===== config.mk =====
export PLATFORM = sky130hd
export DESIGN_NAME = chp3d_basis
export DESIGN_NICKNAME = d
export VERILOG_FILES = /design/src/hdl/chp3d_pkg.sv /design/src/hdl/chp3d_basis.sv
export SDC_FILE = /design/constraint.sdc
export NUM_CORES = 1
export LEC_CHECK = 0
export ABC_AREA = 1
export BUFFER_PORTS_ARGS = -buffer_cell sky130_fd_sc_hd__buf_2
export CORE_MARGIN = 2
export CORE_UTILIZATION = 31
export CTS_CLUSTER_SIZE = 20
export DETAILED_ROUTE_END_ITERATION = 12
export PLACE_DENSITY = 0.42
export SLEW_MARGIN = 15
export SYNTH_ARGS = -nofsm -noshare
export SYNTH_HDL_FRONTEND = slang
export SYNTH_SLANG_ARGS = --single-unit

===== constraint.sdc =====
create_clock -name clk -period 8.25 [get_ports clk]
set_clock_uncertainty 0.2 [all_clocks]
set_input_delay 1.65 -clock clk [delete_from_list [all_inputs] [get_ports clk]]
set_output_delay 1.65 -clock clk [all_outputs]
set_load 0.02 [all_outputs]

===== src/hdl/chp3d_pkg.sv =====
// -----------------------------------------------------------------------------
// chp3d_pkg
// Shared widths, register codes and types for the cubic Hermite point block.
// -----------------------------------------------------------------------------
`default_nettype none

package chp3d_pkg;

	// Coordinate and parameter formats
	localparam int COORD_W  = 16;               // signed Q8.8
	localparam int FRAC_W   = 16;               // fraction bits of t
	localparam int T_W      = FRAC_W + 1;       // t up to and including 1.0
	localparam int SQ_W     = 2 * T_W;          // t*t and t2*t products
	localparam int H_W      = FRAC_W + 4;       // signed basis values
	localparam int PROD_W   = H_W + COORD_W;    // basis times coordinate
	localparam int PT_W     = PROD_W + 1;       // sum of two products
	localparam int RND_SH   = FRAC_W - 8;       // bring basis sums to 16 fraction bits
	localparam int RND_W    = PT_W - RND_SH;    // rounded point and tangent sums
	localparam int SPROD_W  = RND_W + COORD_W;  // tangent sum times scale
	localparam int SUM_W    = SPROD_W + 1;      // final sum, 24 fraction bits
	localparam int OUT_SH   = 16;
	localparam int R_W      = SUM_W - OUT_SH;   // rounded result before saturation

	localparam int T_HALF   = 1 << (FRAC_W - 1);
	localparam int PT_HALF  = 1 << (RND_SH - 1);
	localparam int OUT_HALF = 1 << (OUT_SH - 1);

	localparam logic [T_W-1:0] T_ONE = {1'b1, {FRAC_W{1'b0}}};

	// Configuration port
	localparam int CFG_W     = 3 * COORD_W;
	localparam int CFG_IDX_W = 3;
	localparam int AXES      = 3;

	localparam logic [COORD_W-1:0] SCALE_RESET = COORD_W'(256);

	typedef enum logic [CFG_IDX_W-1:0] {
		REG_START_POINT   = 3'd0,
		REG_END_POINT     = 3'd1,
		REG_START_TANGENT = 3'd2,
		REG_END_TANGENT   = 3'd3,
		REG_TANGENT_SCALE = 3'd4
	} cfg_reg_t;

	typedef struct packed {
		logic [CFG_W-1:0]          start_point;
		logic [CFG_W-1:0]          end_point;
		logic [CFG_W-1:0]          start_tangent;
		logic [CFG_W-1:0]          end_tangent;
		logic signed [COORD_W-1:0] scale;
	} cfg_t;

	typedef struct packed {
		logic signed [H_W-1:0] h00;
		logic signed [H_W-1:0] h01;
		logic signed [H_W-1:0] h10;
		logic signed [H_W-1:0] h11;
	} basis_t;

endpackage

`default_nettype wire


===== src/hdl/chp3d_basis.sv =====
// -----------------------------------------------------------------------------
// chp3d_basis
// Stages 1 to 3: clamp t, form t^2 and t^3, then the four Hermite basis values.
// -----------------------------------------------------------------------------
`default_nettype none

module chp3d_basis
	import chp3d_pkg::*;
(
	input  wire logic           clk,
	input  wire logic           arst_n,
	input  wire logic           en,
	input  wire logic           in_vld,
	input  wire logic [T_W-1:0] curve_param,
	output logic                vld_s3,
	output basis_t              basis_s3
);

	logic           vld_s1, vld_s2;
	logic [T_W-1:0] t_s1, t2_s1;
	logic [T_W-1:0] t_s2, t2_s2, t3_s2;

	logic [T_W-1:0]  t_clamp;
	logic [SQ_W-1:0] sq;
	logic [SQ_W-1:0] cube;
	logic [H_W-1:0]  t_h, t2_h, t3_h, t2x3, t3x2;

	// Stage 1: clamp and square
	always_comb begin
		t_clamp = (curve_param > T_ONE) ? T_ONE : curve_param;
		sq      = SQ_W'(t_clamp) * SQ_W'(t_clamp) + SQ_W'(T_HALF);
	end

	// Stage 2: cube
	assign cube = SQ_W'(t2_s1) * SQ_W'(t_s1) + SQ_W'(T_HALF);

	// Stage 3: basis
	always_comb begin
		t_h  = H_W'(t_s2);
		t2_h = H_W'(t2_s2);
		t3_h = H_W'(t3_s2);
		t2x3 = t2_h + (t2_h << 1);
		t3x2 = t3_h << 1;
	end

	always_ff @(posedge clk or negedge arst_n) begin
		if (!arst_n) begin
			vld_s1 <= 1'b0;
			vld_s2 <= 1'b0;
			vld_s3 <= 1'b0;
		end else if (en) begin
			vld_s1 <= in_vld;
			vld_s2 <= vld_s1;
			vld_s3 <= vld_s2;
		end
	end

	always_ff @(posedge clk) begin
		if (en) begin
			t_s1         <= t_clamp;
			t2_s1        <= sq[FRAC_W +: T_W];
			t_s2         <= t_s1;
			t2_s2        <= t2_s1;
			t3_s2        <= cube[FRAC_W +: T_W];
			basis_s3.h00 <= t3x2 - t2x3 + H_W'(T_ONE);
			basis_s3.h01 <= t2x3 - t3x2;
			basis_s3.h10 <= t3_h - (t2_h << 1) + t_h;
			basis_s3.h11 <= t3_h - t2_h;
		end
	end

endmodule

`default_nettype wire


==> flow_summary.toml, run 1 <==
[yosys]
synth.area.top_cells = "fa_1 30%, edfxtp_1 17%, ha_1 15%"
ys_async_sr_fraction_pct = 1.82
synth.most_common_cell = "inv_1"
synthesis.instances = 3262
synth_top_cell_area_share_pct = 30.1
syn_area_per_cell_um2 = 8.59
ys_top_cells_by_count = "827 x inv_1, 629 x nand2_1, 422 x fa_1"
yosysWarnings = 0
synth_edf_count = 162
ys_seq_area_share_pct = 17.6
ys_ff_latch = 165
netlist_area_um2 = 28000
synthFlopType = "edfxtp_1"
synth_area_leader_cell = "fa_1"
synth_cell_types = 58

[cts]
clk_transition_reported_paths_ns = 0.07
htree_levels = 4
cts_tree = "built"
insertion_delay_ns = 0.49
root_buffer = "clkbuf_16"
cts.repair.resized = 0
postCtsSetupRepairBufs = 0
clock_path_buffers = 2
clkSinkCount = 165
cts_made_buffers = 17
holdBufCountCts = 0

[worst_setup_path]
cp_num_buf_inv = 7
cp_slowest_cell = "fa_1"
rr_startpoint = "t2_s1[10]"
worstPathRequired_ns = 8.29
end_kind = "flop"
critPathMaxFanout = 11
crit_arrival_ns = 7.63
start_kind = "input port"
reg2regPathDepth = 19
cp_common_cell = "fa_1"
slowest_delay_ns = 0.52
worst-setup-path-type = "input port to flop"
regToRegEndpoint = "t3_s2[3]"
path_depth = 28
critPathTopFamily = "adder cells"
r2r_slack_ns = 1.45

[floorplan]
core_area_um2 = 89700
die_w_um = 305
ioPinCount = 102
dieHeight_um = 305
rows = 110
die_area_um2 = 92800
start_util_pct = 31.2

[min_path]
min_from = "vld_s1"
hp-class = "flop to flop"
min_path_cells = 2
min_to = "vld_s2"

[sta]
finalWorstSetupSlack_ns = 0.660
slew_headroom_pct = 24.4
slew_violations = 0
hold_ws_ns = 0.286
period_share_pct = 92.0
hold_viol = 0
fin_setup_tns_ns = 0
rsz0062_at_grt = "no"
fmax_mhz = 132
finalSetupViolCount = 0
finalCriticalPeriod_ns = 7.59
tightest_slew_ns = 1.13

[routing]
drtPass1Iterations = 4
wl_mm = 81.7
top_layer = "met4"
vias_per_cell = 4.55
wl_per_cell_um = 17.9
drtIter0Drc = 839
vias = 20700
antenna_left = 0
wl_met3_mm = 2.00
met2_length_mm = 41.8
routedLengthMet1_mm = 36.7
drcViolationCount = 0

[global_route]
grt_max_degree = 68
antenna_found_initial = 1
grt_pass1_vias = 22500
grt.overflow.total = 0
grt_pass1_wl_mm = 130
grt_usage_pct = 18.3

[placed_design]
hpwlAfterDp_mm = 68.7
portBuffers = 101
place.gp.congestion = 0.890
place_ws_ns = 0.181

[final_layout]
antenna_cells = 0
fin_nets = 4152
num-fill-cells = 9601
syn_to_final_growth_pct = 9.58
drive_gt1_share_pct = 6.68

[outcome]
status = "finished clean"

[flow_run]
max_cap_violations = 0
[per-stage QoR]
| stage | cells | instance area (um2) | util (%) |
|---|---|---|---|
| after floorplan | 3284 | 28100 | - |
| after global placement | 4530 | 30100 | 33.6 |
| after detailed placement | 4530 | 30100 | 33.6 |
| after CTS | 4561 | 30700 | 34.2 |
| after global routing | 4561 | 30700 | 34.2 |
| final | 4561 | 30700 | 34.2 |
[metal layers]
layer / vias to the layer above / global-route usage [%]
met5: - / 0
met4: 0 / 3.60
met3: 60 / 1.81
met2: 274 / 33.7
met1: 10300 / 23.1
li1: 10100 / -
[layout by cell type, fill, tap and decap left out, types with 72 or more instances in the layout]
cell type	instances
xor2_1	88
buf_2	100
ha_1	336
a21oi_1	151
o21ai_0	72
inv_1	827
fa_1	422
nor2_1	214
nand2_1	629
edfxtp_1	162
[kinds of logic (layout without fill, tap and decap cells)]
group / Yosys count / in the layout / share of synthesized area (%)
simple gates: 961 / 961 / 13.8
buf+inv: 916 / 1017 / 12.3
compound gates: 330 / 330 / 6.97
xor+xnor: 129 / 129 / 4.09
fa+ha+maj: 758 / 758 / 45.1
mux: 1 / 1 / 0.0402
flops: 165 / 165 / 17.6
other cells: 2 / 24 / 0.0268
[cell type report]
type	count	area (um2)	area share [%]
Sequential cell	165	4940	16.1
Clock buffer	17	425	1.39
Inverter	835	3130	10.2
Clock inverter	14	145	0.473
Multi-Input combinational cell	2203	19700	64.2
Timing Repair Buffer	151	887	2.89
Tap cell	1176	1470	4.79
[registers in the layout (all words and copies together) (netlist names)]
name and flops:
basis_s3 77, t_s2 17, vld_s3 1, t2_s1 17, t3_s2 17, vld_s1 1, t_s1 17, vld_s2 1
t2_s2 17
[worst max path at each step]
stage | end | from | slack (ns)
finish | t2_s1[14] | curve_param[11] | 0.66
global route | t2_s1[14] | curve_param[14] | 0.18
detailed placement | t2_s1[14] | curve_param[11] | 0.18
global placement | t2_s1[16] | curve_param[14] | 0.21
floorplan | t2_s1[12] | curve_param[6] | 0.72
CTS | t2_s1[14] | curve_param[11] | 0.71
[worst register-to-register path, stage by stage (launching register included)]
cell and delay [ns]:
edfxtp_1 1.07, nand2_1 0.16, fa_1 0.53, inv_1 0.06, fa_1 0.52, inv_1 0.05, fa_1 0.51, inv_1 0.06
fa_1 0.53, inv_1 0.05, fa_1 0.47, inv_1 0.05, fa_1 0.43, ha_1 0.31, a21oi_1 0.18, a21boi_0 0.36
nand3_1 0.23, a21oi_2 0.24, o21ai_1 0.11, xor2_1 0.43
Power of run 1 is not shown: default switching activity piles up to over one toggle a cycle in this logic, so the estimate is an artifact.
==> run 2, diff against run 1 <==
CORE_UTILIZATION = 55   (was 31)
PLACE_DENSITY = 0.68   (was 0.42)
==> flow_summary.toml, run 2 (synthesis results as in run 1) <==
[cts]
cts_made_buffers = 17
cts.repair.resized = 0
holdBufCountCts = 0
cts_tree = "built"
root_buffer = "clkbuf_16"
insertion_delay_ns = 0.50
htree_levels = 4
postCtsSetupRepairBufs = 0
clkSinkCount = 165
clock_path_buffers = 2
clk_transition_reported_paths_ns = 0.07

[routing]
vias = 21900
drcViolationCount = 0
wl_mm = 79.0
wl_per_cell_um = 19.5
drtIter0Drc = 1381
vias_per_cell = 5.41
antenna_left = 0
drtPass1Iterations = 6

[worst_setup_path]
end_kind = "flop"
worst-setup-path-type = "input port to flop"
rr_startpoint = "t2_s1[11]"
crit_arrival_ns = 7.76
worstPathRequired_ns = 8.28
regToRegEndpoint = "t3_s2[3]"
critPathMaxFanout = 11
reg2regPathDepth = 19
r2r_slack_ns = 1.29
start_kind = "input port"

[floorplan]
dieHeight_um = 230
ioPinCount = 102
core_area_um2 = 50300
rows = 82
die_w_um = 230
die_area_um2 = 52800
start_util_pct = 55.7

[global_route]
antenna_found_initial = 1
grt_max_degree = 112
grt.overflow.total = 0
grt_usage_pct = 31.5
grt_pass1_vias = 23600
grt_pass1_wl_mm = 127

[sta]
fin_setup_tns_ns = 0
slew_violations = 0
tightest_slew_ns = 1.19
slew_headroom_pct = 20.4
finalSetupViolCount = 0
finalCriticalPeriod_ns = 7.72
finalWorstSetupSlack_ns = 0.526
fmax_mhz = 129
period_share_pct = 93.6
hold_viol = 0
rsz0062_at_grt = "no"

[placed_design]
place.gp.congestion = 0.969
place_inst = 4022
hpwlAfterDp_mm = 65.6
place_ws_ns = 0.0762
portBuffers = 101

[flow_run]
max_cap_violations = 0

[min_path]
min_from = "vld_s1"
min_to = "vld_s2"
min_path_cells = 2
hp-class = "flop to flop"

[final_layout]
largest_reg_flops = 77
top_register = "basis_s3"
multi_input_area_um2 = 19700
final_cells = 4054
syn_to_final_growth_pct = 7.24
num-fill-cells = 4473
final_common_cell = "inv_1"
regArea_um2 = 4940
fin_nets = 4148
drive_gt1_share_pct = 6.56
antenna_cells = 0
final_cell_mix = "827 x inv_1, 629 x nand2_1, 422 x fa_1"

[outcome]
status = "finished clean"
-- run 2: changes by cell type in the layout (fill, tap and decap cells not counted) --
cell	before	now
clkbuf_1	0	2
clkinv_8	0	1
clkinv_1	2	1
clkinv_2	0	1
buf_4	50	46
inv_6	2	5
inv_8	4	2
clkinv_4	3	2
clkinvlp_4	3	1
-- run 2: metal layers --
layer,track usage (%),vias up,wire [um]
met2,54.3,802,38400
met5,0,-,0
met3,4.84,147,5020
met4,13.7,0,3540
met1,39.5,10800,32000
li1,-,10100,-
-- run 2: cell type report --
class                           count  area share, %
Multi-Input combinational cell   2203           65.6
Sequential cell                   165           16.4
Tap cell                          672           2.80
Inverter                          835           10.4
Clock buffer                       19           1.44
Timing Repair Buffer              147           2.85
Clock inverter                     13          0.475
-- run 2: worst max path at each step --
stage	start	cells past startpoint	to	slack, ns
4_1_cts	curve_param[11]	28	t2_s1[14]	0.59
5_1_grt	curve_param[11]	28	t2_s1[14]	0.07
6_report	curve_param[11]	28	t2_s1[14]	0.53
2_1_floorplan	curve_param[6]	29	t2_s1[12]	0.72
3_3_place_gp	curve_param[11]	28	t2_s1[14]	0.09
3_5_place_dp	curve_param[11]	28	t2_s1[14]	0.08
-- run 2: worst max-delay path: stages --
cell and delay (ns):
buf_2 0.17, nor2_1 0.07, nand2_1 0.15, nor2_1 0.06, nand2_1 0.08, nand2_2 0.06
inv_2 0.32, nor2_2 0.13, inv_1 0.25, nor2_1 0.15, fa_1 0.55, inv_1 0.05
fa_1 0.49, inv_1 0.05, fa_1 0.48, fa_1 0.46, fa_1 0.52, inv_1 0.05
fa_1 0.47, inv_1 0.04, ha_1 0.38, a21oi_1 0.24, o21ai_0 0.17, a21oi_1 0.22
o21ai_0 0.11, a31oi_1 0.16, nand2_1 0.09, xor2_1 0.14
-- run 2: per-stage QoR --
| stage | utilization, % | cell area [um2] | hold slack (ns) |
|---|---|---|---|
| final | 59.8 | 30100 | 0.313 |
| after global routing | 59.8 | 30100 | 0.352 |
| after CTS | 59.8 | 30100 | 0.313 |
| after detailed placement | 58.6 | 29500 | 0.296 |
| after global placement | 58.6 | 29500 | 0.262 |
| after floorplan | - | 28100 | 0.221 |
Power of run 2 is left out for the same reason.
==> run 3, diff against run 2 <==
MAX_ROUTING_LAYER = met4   (was default)
==> flow_summary.toml, run 3 <==
[yosys]
synth_area_leader_cell = "fa_1"
synth_edf_count = 162
synthesis.instances = 3262
ys_async_sr_fraction_pct = 1.82
ys_top_cells_by_count = "827 x inv_1, 629 x nand2_1, 422 x fa_1"
ys_ff_latch = 165
yosysWarnings = 0
syn_area_per_cell_um2 = 8.59
ys_seq_area_share_pct = 17.6
synth_top_cell_area_share_pct = 30.1
synth.most_common_cell = "inv_1"
synthFlopType = "edfxtp_1"
synth.area.top_cells = "fa_1 30%, edfxtp_1 17%, ha_1 15%"
synth_cell_types = 58
netlist_area_um2 = 28000

[floorplan]
dieHeight_um = 230
die_w_um = 230
ioPinCount = 102
start_util_pct = 55.7
rows = 82

[cts]
clock_path_buffers = 2
htree_levels = 4
cts_made_buffers = 17
postCtsSetupRepairBufs = 0
cts.repair.resized = 0
clkSinkCount = 165
root_buffer = "clkbuf_16"
holdBufCountCts = 0

[placed_design]
place.gp.congestion = 0.956
portBuffers = 101
hpwlAfterDp_mm = 67.0

[global_route]
grt_pass1_wl_mm = 129
grt.overflow.total = 0
grt_pass1_vias = 23700
grt_max_degree = 99
grt_usage_pct = 33.1
antenna_found_initial = 0

[outcome]
lastStage = "detailed routing (5_2_route)"
firstError = "[ERROR DRT-0255] Maze Route cannot find path of net clk in worker of routeBox ( 193200 0 ) ( 229725 48300 )."
status = "stopped before the end"
==> run 3: cell counts after synthesis <==
Identical to the previous run, type by type.
==> run 3: cell families after synthesis <==
family | after synthesis | share of synthesized area (%)
AO/OA/AOI/OAI | 330 | 6.97
XOR/XNOR | 129 | 4.09
adder cells (fa/ha/maj) | 758 | 45.1
buffers and inverters | 916 | 12.3
flip-flops | 165 | 17.6
multiplexers | 1 | 0.0402
other | 2 | 0.0268
AND/OR/NAND/NOR | 961 | 13.8
==> run 3: per-layer routing <==
metal and track usage (%):
met2 55.0, met3 4.84, met5 -, met4 14.4, met1 40.4
==> run 3: stage by stage <==
stage	area [um2]	hold WS, ns	util, %	cells	setup WS, ns
2_1_floorplan	28100	0.221	-	3284	0.721
3_3_place_gp	29500	0.266	58.6	4021	0.0745
3_5_place_dp	29500	0.292	58.6	4021	0.00989
4_1_cts	30100	0.309	59.8	4053	0.542
5_1_grt	30100	0.349	59.8	4053	0.0380
==> run 4, diff against run 3 <==
CORE_UTILIZATION = 40   (was 55)
CTS_CLUSTER_SIZE = default   (was 20)
MAX_ROUTING_LAYER = default   (was met4)
PLACE_DENSITY = default   (was 0.68)
PLACE_DENSITY_LB_ADDON = 0.15   (was default)
==> flow_summary.toml, run 4 (synthesis results as in run 1) <==
[floorplan]
die_w_um = 269
core_area_um2 = 69700
dieHeight_um = 269
die_area_um2 = 72200
ioPinCount = 102
start_util_pct = 40.2
rows = 97

[worst_setup_path]
worst-setup-path-type = "input port to flop"
crit_arrival_ns = 7.77
r2r_slack_ns = 1.39
regToRegEndpoint = "t3_s2[3]"
critPathMaxFanout = 11
cp_slowest_cell = "fa_1"
start_kind = "input port"
reg2regPathDepth = 19
worstPathRequired_ns = 8.29
rr_startpoint = "t2_s1[12]"
end_kind = "flop"
slowest_delay_ns = 0.53

[routing]
wl_mm = 74.7
antenna_left = 0
drtPass1Iterations = 5
vias = 20900
drtIter0Drc = 1075
drcViolationCount = 0
vias_per_cell = 4.85
wl_per_cell_um = 17.3

[cts]
clock_path_buffers = 2
cts_tree = "built"
holdBufCountCts = 0
clkSinkCount = 165
htree_levels = 4
insertion_delay_ns = 0.51
root_buffer = "clkbuf_16"
cts_made_buffers = 17
clk_transition_reported_paths_ns = 0.07

[sta]
period_share_pct = 93.7
slew_violations = 0
tightest_slew_ns = 1.14
rsz0062_at_grt = "no"
fin_setup_tns_ns = 0
finalCriticalPeriod_ns = 7.73
hold_viol = 0
slew_headroom_pct = 24.3
finalWorstSetupSlack_ns = 0.522
fmax_mhz = 129
finalSetupViolCount = 0
hold_ws_ns = 0.286

[final_layout]
final_cell_mix = "827 x inv_1, 629 x nand2_1, 422 x fa_1"
top_register = "basis_s3"
multi_input_area_um2 = 19700
largest_reg_flops = 77
drive_gt1_share_pct = 6.46
regArea_um2 = 4940
fin_nets = 4143
num-fill-cells = 7094
antenna_cells = 0
syn_to_final_growth_pct = 8.30
final_common_cell = "inv_1"

[global_route]
grt_max_degree = 106
met3_usage_pct = 3.53
grt.overflow.total = 0
grt_use_met1_pct = 27.1
grt.met2_usage_pct = 39.5
grt_usage_pct = 22.0
antenna_found_initial = 2
busiest_layer = "met2"
grt_pass1_wl_mm = 120
grt_pass1_vias = 22400

[min_path]
min_from = "vld_s1"
hp-class = "flop to flop"
min_path_cells = 2
min_to = "vld_s2"

[flow_run]
max_cap_violations = 0

[placed_design]
place.gp.congestion = 0.941
portBuffers = 101
hpwlAfterDp_mm = 62.3
place_ws_ns = 0.0135

[outcome]
status = "finished clean"
==> run 4: per-stage QoR <==
stage,cell area (um2),utilization (%),std cells
finish,30400,43.6,4317
global route,30400,43.6,4317
CTS,30300,43.6,4317
floorplan,28100,-,3284
detailed placement,29800,42.7,4285
global placement,29800,42.7,4285
==> run 4: worst max-delay path, delay by kind of cell <==
family | cells | cell delay, ns
and+or+nand+nor | 10 | 1.26
AOI/OAI and AO/OA | 5 | 0.92
buffers and inverters | 9 | 0.67
adders and majority gates | 7 | 3.27
==> run 4: timing repair <==
item / CTS / global route
endpoints found under the setup margin: 0 / 1
buffers inserted: 0 / 0
resized for setup: 0 / 1
==> run 4: worst max-delay path by stage <==
stage,end,start,cells after the start
floorplan,t2_s1[12],curve_param[6],29
global placement,t2_s1[14],curve_param[14],28
detailed placement,t2_s1[12],curve_param[14],31
CTS,t2_s1[12],curve_param[14],31
global route,t2_s1[9],curve_param[14],30
finish,t2_s1[12],curve_param[14],31
==> run 4: per-layer routing <==
layer / share of wire, % / vias up
met5: 0.024 / -
met4: 2.9 / 2
met3: 4.8 / 103
met2: 50 / 479
met1: 42 / 10200
li1: - / 10100
==> run 4: cell type report <==
type | instances | area share (%)
clock buffer | 18 | 1.41
multi-input combinational | 2203 | 64.9
sequential | 165 | 16.3
clock inverter | 14 | 0.474
inverter | 835 | 10.3
timing repair buffer | 142 | 2.70
tap | 940 | 3.88
Power of run 4 is left out for the same reason.
